[config.mk]
export PLATFORM = sky130hd
export DESIGN_NAME = heading_lateral_steering_control_core
export DESIGN_NICKNAME = d
export VERILOG_FILES = /design/src/rtl/core/hlsc_pkg.sv /design/src/rtl/core/heading_lateral_steering_control.sv
export SDC_FILE = /design/constraint.sdc
export NUM_CORES = 2
export LEC_CHECK = 0
export BUFFER_PORTS_ARGS = -buffer_cell sky130_fd_sc_hd__buf_2
export CAP_MARGIN = 20
export CORE_MARGIN = 2
export CORE_UTILIZATION = 40
export DETAILED_ROUTE_END_ITERATION = 6
export GPL_ROUTABILITY_DRIVEN = 0
export HOLD_SLACK_MARGIN = 0.15
export PLACE_DENSITY = 0.56
export SYNTH_ARGS = -nofsm -noshare
export SYNTH_HDL_FRONTEND = slang
export SYNTH_SLANG_ARGS = --single-unit
[constraint.sdc]
create_clock -name i_clk -period 29.6 [get_ports i_clk]
set_clock_uncertainty 0.1 [all_clocks]
set_input_delay 8.88 -clock i_clk [delete_from_list [all_inputs] [get_ports i_clk]]
set_output_delay 8.88 -clock i_clk [all_outputs]
set_load 0.03 [all_outputs]
[src/rtl/core/hlsc_pkg.sv]
package hlsc_pkg;

    // Defaults for the top-level parameters
    localparam int FULL_CIRCLE_DEF = 36000;
    localparam int GAIN_SHIFT_DEF  = 12;

    // Field widths
    localparam int HDG_W   = 16;
    localparam int VAL_W   = 16;
    localparam int LIM_W   = 15;
    localparam int AGE_W   = 16;
    localparam int CFG_W   = 16;
    localparam int CIDX_W  = 3;

    typedef enum logic [1:0] {
        MODE_CMD  = 2'd0,
        MODE_TICK = 2'd1,
        MODE_STOP = 2'd2
    } t_mode;

    typedef enum logic [1:0] {
        ACT_NONE = 2'd0,
        ACT_MOVE = 2'd1,
        ACT_STOP = 2'd2
    } t_action;

    typedef enum logic [CIDX_W-1:0] {
        REG_HEADING_GAIN  = 3'd0,
        REG_LATERAL_GAIN  = 3'd1,
        REG_MAX_VELOCITY  = 3'd2,
        REG_MAX_STEERING  = 3'd3,
        REG_TIMEOUT_TICKS = 3'd4
    } t_reg_index;

endpackage

[src/rtl/core/heading_lateral_steering_control.sv]
// Heading and lateral steering controller.
// Input channel (i_in_valid / o_in_ready) carries one beat per item: a new
// command (latches target heading, lateral error and clamped speed, restarts
// the command age), a control tick (ages the command and either issues a
// motion set-point or, when stale, a timeout stop) or a stop request.
// Output channel (o_out_valid / i_out_ready) returns exactly one result beat
// per input beat, in order.
// An item passes the input register and then the result register: ahead of
// the input register the incoming heading is reduced modulo a full circle (a
// constant compare-and-subtract chain, a single step for a 36000 circle);
// after it the wrapped heading error, the two gain products, the sum and the
// steering clamp are formed and the state is updated.
// Throughput is one item per cycle while the receiver takes results.
// When the receiver stalls, the result register holds and one further item
// is still taken into the input register before o_in_ready drops.
// Configuration is written through i_cfg_we / i_cfg_index / i_cfg_data with
// no wait; write it only while the block is idle.
// Reset (synchronous, active low) clears configuration, targets, command age,
// last error and rate and both pipeline valids; no clearing pass is needed.
module heading_lateral_steering_control_core #(
    parameter int FULL_CIRCLE = hlsc_pkg::FULL_CIRCLE_DEF,
    parameter int GAIN_SHIFT  = hlsc_pkg::GAIN_SHIFT_DEF
) (
    input  logic                                i_clk,
    input  logic                                i_rst_n,
    // configuration
    input  logic                                i_cfg_we,
    input  logic [hlsc_pkg::CIDX_W-1:0]         i_cfg_index,
    input  logic [hlsc_pkg::CFG_W-1:0]          i_cfg_data,
    // input channel
    input  logic                                i_in_valid,
    output logic                                o_in_ready,
    input  logic [1:0]                          i_mode,
    input  logic [hlsc_pkg::HDG_W-1:0]          i_desired_heading,
    input  logic signed [hlsc_pkg::VAL_W-1:0]   i_lateral_offset,
    input  logic signed [hlsc_pkg::VAL_W-1:0]   i_forward_speed,
    input  logic [hlsc_pkg::HDG_W-1:0]          i_measured_heading,
    // output channel
    output logic                                o_out_valid,
    input  logic                                i_out_ready,
    output logic [1:0]                          o_drive_action,
    output logic signed [hlsc_pkg::VAL_W-1:0]   o_linear_velocity,
    output logic signed [hlsc_pkg::VAL_W-1:0]   o_angular_rate,
    output logic signed [hlsc_pkg::VAL_W-1:0]   o_heading_error,
    output logic                                o_timed_out
);

    localparam int HW = hlsc_pkg::HDG_W;
    localparam int VW = hlsc_pkg::VAL_W;
    localparam int LW = hlsc_pkg::LIM_W;
    localparam int AW = hlsc_pkg::AGE_W;

    // quotient bits needed to reduce any 16-bit heading by a full circle
    localparam int QBITS = $clog2(((1 << HW) - 1) / FULL_CIRCLE + 1);

    localparam logic [31:0]        FC_U   = 32'(FULL_CIRCLE);
    localparam logic signed [17:0] FC_S   = 18'(FULL_CIRCLE);
    localparam logic signed [17:0] HALF_S = 18'(FULL_CIRCLE / 2);
    localparam logic signed [17:0] UPR_S  = 18'(FULL_CIRCLE - FULL_CIRCLE / 2);

    function automatic logic [HW-1:0] f_circle_mod(input logic [HW-1:0] v);
        logic [31:0] rem;
        rem = 32'(v);
        for (int k = QBITS - 1; k >= 0; k--) begin
            if (rem >= (FC_U << k)) begin
                rem = rem - (FC_U << k);
            end
        end
        return rem[HW-1:0];
    endfunction

    // configuration registers
    logic signed [VW-1:0] r_heading_gain;
    logic signed [VW-1:0] r_lateral_gain;
    logic [LW-1:0]        r_max_velocity;
    logic [LW-1:0]        r_max_steering;
    logic [AW-1:0]        r_timeout_ticks;

    // controller state
    logic [HW-1:0]        r_target_heading, n_target_heading;
    logic [HW-1:0]        r_target_mod,     n_target_mod;
    logic signed [VW-1:0] r_target_lateral, n_target_lateral;
    logic signed [VW-1:0] r_target_speed,   n_target_speed;
    logic [AW-1:0]        r_command_age,    n_command_age;
    logic signed [VW-1:0] r_last_error,     n_last_error;
    logic signed [VW-1:0] r_last_rate,      n_last_rate;

    // input register
    logic                 r_s1_valid;
    logic [1:0]           r_s1_mode;
    logic [HW-1:0]        r_s1_hdg;
    logic [HW-1:0]        r_s1_hdg_mod;
    logic signed [VW-1:0] r_s1_lateral;
    logic signed [VW-1:0] r_s1_speed;

    // result register
    logic                 r_out_valid;
    logic [1:0]           r_action,  n_action;
    logic signed [VW-1:0] r_lin_vel;
    logic signed [VW-1:0] r_ang_rate;
    logic signed [VW-1:0] r_hdg_err;
    logic                 r_tout,    n_tout;

    logic                 w_adv;
    logic                 w_fire;
    logic                 w_accept;
    logic [HW-1:0]        w_hdg_sel;

    // ---------------------------------------------------------------- control
    assign w_adv      = !r_out_valid || i_out_ready;
    assign w_fire     = r_s1_valid && w_adv;
    assign o_in_ready = !r_s1_valid || w_adv;
    assign w_accept   = i_in_valid && o_in_ready;

    // commands carry the desired heading, ticks the measured one
    assign w_hdg_sel = (i_mode == hlsc_pkg::MODE_CMD) ? i_desired_heading
                                                      : i_measured_heading;

    always_ff @(posedge i_clk) begin
        if (!i_rst_n) begin
            r_s1_valid  <= 1'b0;
            r_out_valid <= 1'b0;
        end else begin
            if (o_in_ready) begin
                r_s1_valid <= i_in_valid;
            end
            if (w_adv) begin
                r_out_valid <= r_s1_valid;
            end
        end
    end

    always_ff @(posedge i_clk) begin
        if (w_accept) begin
            r_s1_mode    <= i_mode;
            r_s1_hdg     <= w_hdg_sel;
            r_s1_hdg_mod <= f_circle_mod(w_hdg_sel);
            r_s1_lateral <= i_lateral_offset;
            r_s1_speed   <= i_forward_speed;
        end
    end

    // ---------------------------------------------------------- configuration
    always_ff @(posedge i_clk) begin
        if (!i_rst_n) begin
            r_heading_gain  <= '0;
            r_lateral_gain  <= '0;
            r_max_velocity  <= '0;
            r_max_steering  <= '0;
            r_timeout_ticks <= '0;
        end else if (i_cfg_we) begin
            case (i_cfg_index)
                hlsc_pkg::REG_HEADING_GAIN:  r_heading_gain  <= i_cfg_data;
                hlsc_pkg::REG_LATERAL_GAIN:  r_lateral_gain  <= i_cfg_data;
                hlsc_pkg::REG_MAX_VELOCITY:  r_max_velocity  <= i_cfg_data[LW-1:0];
                hlsc_pkg::REG_MAX_STEERING:  r_max_steering  <= i_cfg_data[LW-1:0];
                hlsc_pkg::REG_TIMEOUT_TICKS: r_timeout_ticks <= i_cfg_data[AW-1:0];
                default: ;
            endcase
        end
    end

    // ------------------------------------------------------------ datapath
    logic signed [16:0] w_spd_lim;
    logic signed [16:0] w_spd_in;
    logic signed [VW-1:0] w_spd_clamped;

    logic [AW-1:0]      w_age_inc;
    logic               w_expired;

    logic signed [17:0] w_err_raw;
    logic signed [17:0] w_diff;
    logic signed [17:0] w_res;
    logic signed [17:0] w_wrapped;
    logic signed [VW-1:0] w_err16;

    logic signed [31:0] w_prod_h;
    logic signed [31:0] w_prod_l;
    logic signed [32:0] w_rate;
    logic signed [32:0] w_rate_lim;
    logic signed [VW-1:0] w_rate16;

    always_comb begin
        w_spd_lim = $signed({2'b00, r_max_velocity});
        w_spd_in  = 17'(r_s1_speed);
        if (w_spd_in > w_spd_lim) begin
            w_spd_clamped = w_spd_lim[VW-1:0];
        end else if (w_spd_in < -w_spd_lim) begin
            w_spd_clamped = VW'(-w_spd_lim);
        end else begin
            w_spd_clamped = r_s1_speed;
        end
    end

    assign w_age_inc = (r_command_age == {AW{1'b1}}) ? r_command_age
                                                      : r_command_age + AW'(1);
    assign w_expired = w_age_inc > r_timeout_ticks;

    // wrap the heading error into half a circle either side of zero
    always_comb begin
        w_err_raw = $signed({2'b00, r_target_heading}) - $signed({2'b00, r_s1_hdg});
        w_diff    = $signed({2'b00, r_target_mod}) - $signed({2'b00, r_s1_hdg_mod});
        w_res     = (w_diff < 0) ? w_diff + FC_S : w_diff;
        if (w_err_raw > HALF_S) begin
            w_wrapped = (w_res <= HALF_S) ? w_res : w_res - FC_S;
        end else if (w_err_raw < -HALF_S) begin
            w_wrapped = (w_res < UPR_S) ? w_res : w_res - FC_S;
        end else begin
            w_wrapped = w_err_raw;
        end
        w_err16 = w_wrapped[VW-1:0];
    end

    always_comb begin
        w_prod_h   = r_heading_gain * w_err16;
        w_prod_l   = r_lateral_gain * r_target_lateral;
        w_rate     = 33'(w_prod_h >>> GAIN_SHIFT) + 33'(w_prod_l >>> GAIN_SHIFT);
        w_rate_lim = $signed({18'd0, r_max_steering});
        if (w_rate > w_rate_lim) begin
            w_rate16 = w_rate_lim[VW-1:0];
        end else if (w_rate < -w_rate_lim) begin
            w_rate16 = VW'(-w_rate_lim);
        end else begin
            w_rate16 = w_rate[VW-1:0];
        end
    end

    // ------------------------------------------------------ state and result
    always_comb begin
        n_target_heading = r_target_heading;
        n_target_mod     = r_target_mod;
        n_target_lateral = r_target_lateral;
        n_target_speed   = r_target_speed;
        n_command_age    = r_command_age;
        n_last_error     = r_last_error;
        n_last_rate      = r_last_rate;
        n_action         = hlsc_pkg::ACT_NONE;
        n_tout           = 1'b0;
        case (r_s1_mode)
            hlsc_pkg::MODE_CMD: begin
                n_target_heading = r_s1_hdg;
                n_target_mod     = r_s1_hdg_mod;
                n_target_lateral = r_s1_lateral;
                n_target_speed   = w_spd_clamped;
                n_command_age    = '0;
            end
            hlsc_pkg::MODE_TICK: begin
                n_command_age = w_age_inc;
                if (w_expired) begin
                    // drop the stale command
                    n_target_heading = '0;
                    n_target_mod     = '0;
                    n_target_lateral = '0;
                    n_target_speed   = '0;
                    n_last_error     = '0;
                    n_last_rate      = '0;
                    n_action         = hlsc_pkg::ACT_STOP;
                    n_tout           = 1'b1;
                end else begin
                    n_last_error = w_err16;
                    n_last_rate  = w_rate16;
                    n_action     = hlsc_pkg::ACT_MOVE;
                end
            end
            hlsc_pkg::MODE_STOP: begin
                n_target_heading = '0;
                n_target_mod     = '0;
                n_target_lateral = '0;
                n_target_speed   = '0;
                n_last_error     = '0;
                n_last_rate      = '0;
                n_action         = hlsc_pkg::ACT_STOP;
            end
            default: ;
        endcase
    end

    always_ff @(posedge i_clk) begin
        if (!i_rst_n) begin
            r_target_heading <= '0;
            r_target_mod     <= '0;
            r_target_lateral <= '0;
            r_target_speed   <= '0;
            r_command_age    <= '0;
            r_last_error     <= '0;
            r_last_rate      <= '0;
        end else if (w_fire) begin
            r_target_heading <= n_target_heading;
            r_target_mod     <= n_target_mod;
            r_target_lateral <= n_target_lateral;
            r_target_speed   <= n_target_speed;
            r_command_age    <= n_command_age;
            r_last_error     <= n_last_error;
            r_last_rate      <= n_last_rate;
        end
    end

    always_ff @(posedge i_clk) begin
        if (w_fire) begin
            r_action   <= n_action;
            r_lin_vel  <= n_target_speed;
            r_ang_rate <= n_last_rate;
            r_hdg_err  <= n_last_error;
            r_tout     <= n_tout;
        end
    end

    assign o_out_valid       = r_out_valid;
    assign o_drive_action    = r_action;
    assign o_linear_velocity = r_lin_vel;
    assign o_angular_rate    = r_ang_rate;
    assign o_heading_error   = r_hdg_err;
    assign o_timed_out       = r_tout;

endmodule

# ---- Word-level counts from Yosys, hierarchy flattened
# Cells that the tools add are included.
dict set report word_totals {
  register_bits 309
  n_memories 0
  ramBits 0
  out_inout_bits 53
  word_cells 98
  mem_bits_ro 0
  latch_bits 0
  in_bits 90
}
dict set report classes {
  order_cmp 11
  n_mul 2
  n_addsub 9
  n_bitwise 0
  n_shift 0
  eq_ne 8
  reduce_logical 18
  muxes 26
  div 0
}
# op count
set op_table {}
lappend op_table {{$mux W16} 15}
lappend op_table {{$pmux W16 S3} 4}
lappend op_table {{$pmux W16 S2} 3}
lappend op_table {{$mul A16 B16 Y32} 2}
lappend op_table {{$sub A16 B16 Y17} 2}
lappend op_table {{$lt A21 B33 Y1} 1}
lappend op_table {{$neg A15 Y33} 1}
lappend op_table {{$gt A16 B16 Y1} 2}
lappend op_table {{$sub A16 B16 Y16 const B} 2}
lappend op_table {{$add A20 B20 Y21} 1}
lappend op_table {{$gt A21 B16 Y1} 1}
lappend op_table {{$add A17 B17 Y18 const B} 1}
lappend op_table {{$le A18 B16 Y1 const B} 1}
lappend op_table {{$lt A18 B16 Y1 const B} 1}
lappend op_table {{$mux W18} 1}
lappend op_table {{$gt A17 B16 Y1 const B} 1}
lappend op_table {{$lt A16 B17 Y1} 1}
lappend op_table {{$lt A17 B1 Y1 const B} 1}
lappend op_table {{$lt A17 B16 Y1 const B} 1}
lappend op_table {{$neg A15 Y17} 1}
lappend op_table {{$add A16 B1 Y16 const B} 1}
lappend op_table {{$eq A16 B16 Y1 const B} 1}
lappend op_table {{$ge A16 B16 Y1 const B} 1}
lappend op_table {{$reduce_and A2 Y1} 6}
lappend op_table {{17 further kinds} 22}

# ---- Depth between registers and ports, before layout
dict set report logic_depth {
  depth_word 14
  depth_mapped 65
  mapped_depth_nobuf 61
}

# ---- Least setup slack after synthesis
# Ideal clock, no wire load.
dict set report synth_timing {
  path_type {input -> output}
  from {in i_out_ready}
  to {out o_in_ready}
  t_arrival_ns 9.284
  n_path_buf 0
  stages 2
  slack_ns 11.336
  required_time_ns 20.620
  cell_sequence {nor2b_1 -> nand2_1}
}
dict set report synth_via {
  elab_chain_cells 2
}
# element line_no
set synth_rtl {}
lappend synth_rtl {{start: declaration} heading_lateral_steering_control.sv:40} ;# input logic i_out_ready,
lappend synth_rtl {{$logic_or A1 B1 Y1} heading_lateral_steering_control.sv:110} ;# assign w_adv = !r_out_valid || i_out_ready;
lappend synth_rtl {{$logic_or A1 B1 Y1} heading_lateral_steering_control.sv:112} ;# assign o_in_ready = !r_s1_valid || w_adv;
lappend synth_rtl {{end: declaration} heading_lateral_steering_control.sv:32} ;# output logic o_in_ready,
# Every way passes these cells.

# ---- Worst setup path in the final report
# Ends and elaborated chain as after synthesis.

==> results.py <==
metrics = {
    "sta": {
        "relSlewSlack_pct": 30.8,
        "period_needed_ns": 18.69,
        "setup_tns_ns": 0,
        "fmax_mhz": 53.5,
        "slew_viol_final": 0,
        "whs_ns": 0.357,
        "fin_crit_sh_pct": 63.2,
        "hold_viol_final": 0,
        "worst_slew_pin_slew_ns": 1.04,
        "rsz0062_at_grt": "no",
        "setup-violations-final": 0,
    },
    "finish": {
        "fin_area_um2": 41100,
        "multiInputGateArea_um2": 27600,
        "fillCellCount": 9436,
        "areaGrowthSynthToFinish_pct": 8.48,
        "regArea_um2": 7110,
        "final_layout_size_suffix_gt1_share_pct": 8.26,
        "final_net_count": 5140,
    },
    "clocking": {
        "cts_max_path_buffers": 3,
        "cts_resized": 0,
        "cts_buffers": 38,
        "cts_sinks": 299,
        "postCtsSetupRepairBufs": 0,
        "clkLatencyLatePin_ns": 0.57,
        "cts_tree": "yes",
        "cts_max_level": 2,
        "hold_buffers": 0,
        "clk_pin_slew_ns": 0.07,
        "cts-root-buf": "clkbuf_16",
    },
    "logic_synthesis": {
        "syn_area_per_cell_um2": 9.10,
        "synth.distinct_cells": 112,
        "synth_fp_nets": 5079,
        "synth-edff-count": 112,
        "synth_area_um2": 37900,
        "yosysWarningCount": 0,
        "synth_flop_cell": "dfxtp_1",
        "ys_seq_area_share_pct": 18.7,
        "synth-seq-cells": 299,
        "synthArstFlopShare_pct": 0,
        "synth_cells": 4168,
    },
    "grt": {
        "met1_usage_pct": 30.3,
        "grt_use_met2_pct": 34.1,
        "overflow": 0,
        "grt_pass1_wl_mm": 165,
        "track_usage_pct": 21.4,
        "gr-usage-met3_pct": 3.15,
        "grt_max_degree": 82,
        "grt_pass1_vias": 29200,
        "gr-max-usage-layer": "met2",
        "antenna_found_initial": 4,
    },
    "die": {
        "initial_core_util_pct": 40.5,
        "die-area_um2": 97300,
        "ios": 143,
        "core_area_um2": 93600,
        "die_w_um": 312,
        "rows": 112,
        "fp.dieH_um": 312,
    },
    "drt": {
        "viasPerCell": 5.22,
        "drcViolationCount": 0,
        "dr_total_vias": 28800,
        "wire_per_inst_um": 18.5,
        "postRouteAntennaNets": 0,
        "finalWirelength_mm": 102,
        "drt_iter0_drc": 2023,
        "drt_first_pass_iters": 6,
    },
    "worst_setup_path": {
        "required_ns": 20.62,
        "critPathArrivalTime_ns": 9.71,
        "crit_path_end_kind": "output pin",
        "critical_path.startpoint_type": "input pin",
        "r2r_slack_ns": 14.06,
        "cp_max_fo": 4,
        "reg2reg_depth": 50,
        "crit_type": "in -> out",
    },
    "flow_run": {
        "drv_cap": 0,
    },
    "hold_path": {
        "hold-path-cell-count": 2,
        "min_path_type": "reg -> reg",
    },
    "placement": {
        "dp_hpwl_mm": 79.4,
        "dpl_cell_area_um2": 39900,
        "io_buffers": 142,
    },
    "pwr": {
        "ir_drop_v": 0.0000990,
        "p_per_area_nw_per_um2": 57.8,
        "p_leak_nw": 18.9,
    },
    "run_status": {
        "status": "finished, final reports clean",
    },
}
==> final timing paths <==
path,from,end
min,r_last_rate[14]$_SDFFE_PN0P_,r_last_rate[14]$_SDFFE_PN0P_
min reg2reg,r_last_rate[14]$_SDFFE_PN0P_,r_last_rate[14]$_SDFFE_PN0P_
max reg2reg,r_s1_hdg[0]$_DFFE_PP_,o_angular_rate[1]$_DFFE_PP_
max,i_out_ready,o_in_ready
==> synthesized netlist by cell type (42+ instances only) <==
cell type | number | area, um^2
nand2b_1 | 57 | 357
nor2b_1 | 78 | 488
a21o_1 | 52 | 390
o21ai_0 | 95 | 475
nand2_1 | 544 | 2040
edfxtp_1 | 112 | 3360
and2_1 | 192 | 1200
a21boi_0 | 133 | 998
o21a_1 | 42 | 315
nand3_1 | 113 | 566
nor2_1 | 152 | 571
xnor2_1 | 113 | 990
clkbuf_1 | 152 | 571
a21oi_1 | 108 | 541
fa_1 | 525 | 10500
inv_1 | 659 | 2470
ha_1 | 296 | 3700
dfxtp_1 | 187 | 3740
nor3_1 | 56 | 280
==> cell usage in the layout (no fill, tap or decap), types with 17 or more instances in the layout <==
master and instances:
a22o_1 34, o211ai_1 21, nor2b_1 78, xnor2_1 113
dfxtp_1 187, a21oi_1 107, o21a_1 42, xor2_1 22
a21boi_0 133, ha_1 296, and2_1 191, nand2_1 544
edfxtp_1 112, a21o_1 52, mux2i_1 26, and3_1 27
inv_1 658, o31ai_1 20, nor2_1 150, a211oi_1 17
nor3_1 56, nand2b_1 57, fa_1 525, nand4_1 17
nand3_1 113, buf_4 57, a31oi_1 18, clkbuf_16 39
buf_2 141, o21ai_0 95
==> state kept, by name, summed over array words and instances (netlist names), 2 cells and up <==
name and cells:
r_target_heading 16, r_command_age 16, r_max_velocity 15, r_max_steering 15
r_s1_hdg 16, o_heading_error 16, r_s1_speed 16, r_heading_gain 16
r_target_mod 11, o_linear_velocity 16, r_lateral_gain 16, r_s1_hdg_mod 11
r_timeout_ticks 16, r_target_lateral 16, r_s1_lateral 16, o_angular_rate 16
o_drive_action 2, r_last_rate 16, r_target_speed 16, r_s1_mode 2
r_last_error 16
==> stage by stage <==
stage	setup slack (ns)	power, mW	utilization (%)	cells
after global placement	10.84	1.90	42.6	5441
after detailed placement	10.85	1.91	42.6	5442
after floorplan	11.34	1.53	-	4168
after global routing	10.84	2.60	43.9	5513
final	10.91	2.38	43.9	5514
after CTS	10.84	2.39	43.9	5512
==> cell families (layout without fill, tap and decap cells) <==
kind of cell	count (synthesis)	after routing	synth area share [%]
flops	299	299	18.7
simple gates	1308	1308	16.7
buf+inv	839	930	8.53
compound gates	727	727	14.3
xor+xnor	138	138	3.25
mux	36	36	0.983
other cells	0	1	0
fa+ha+maj	821	821	37.5
==> routing by layer <==
metal / share of wire (%) / vias up
li1: - / 13700
met4: 2.7 / 4
met1: 46 / 14200
met2: 45 / 711
met5: 0.032 / -
met3: 5.5 / 141
==> worst max-delay path, cell delays in order <==
cell,delay (ns)
buf_2,0.12
nor2b_1,0.37
nand2_1,0.14
buf_2,0.20
==> layout make-up <==
class / instances / share of cell area, %
diodes: 1 / 0.00608
clock buffers: 44 / 2.42
clock inverters: 26 / 0.535
inverters: 661 / 6.03
multi-input cells: 3030 / 67.1
flip-flops and latches: 299 / 17.3
well taps: 1254 / 3.81
repair buffers: 199 / 2.78
==> where the power goes <==
| group | internal, mW | switching, mW | leakage, nW | total, mW |
|---|---|---|---|---|
| clock network | 0.256 | 0.207 | 0.595 | 0.463 |
| logic | 0.551 | 0.905 | 15.7 | 1.46 |
| registers | 0.446 | 0.0134 | 2.61 | 0.459 |
Power figures use the tool's default switching activity.
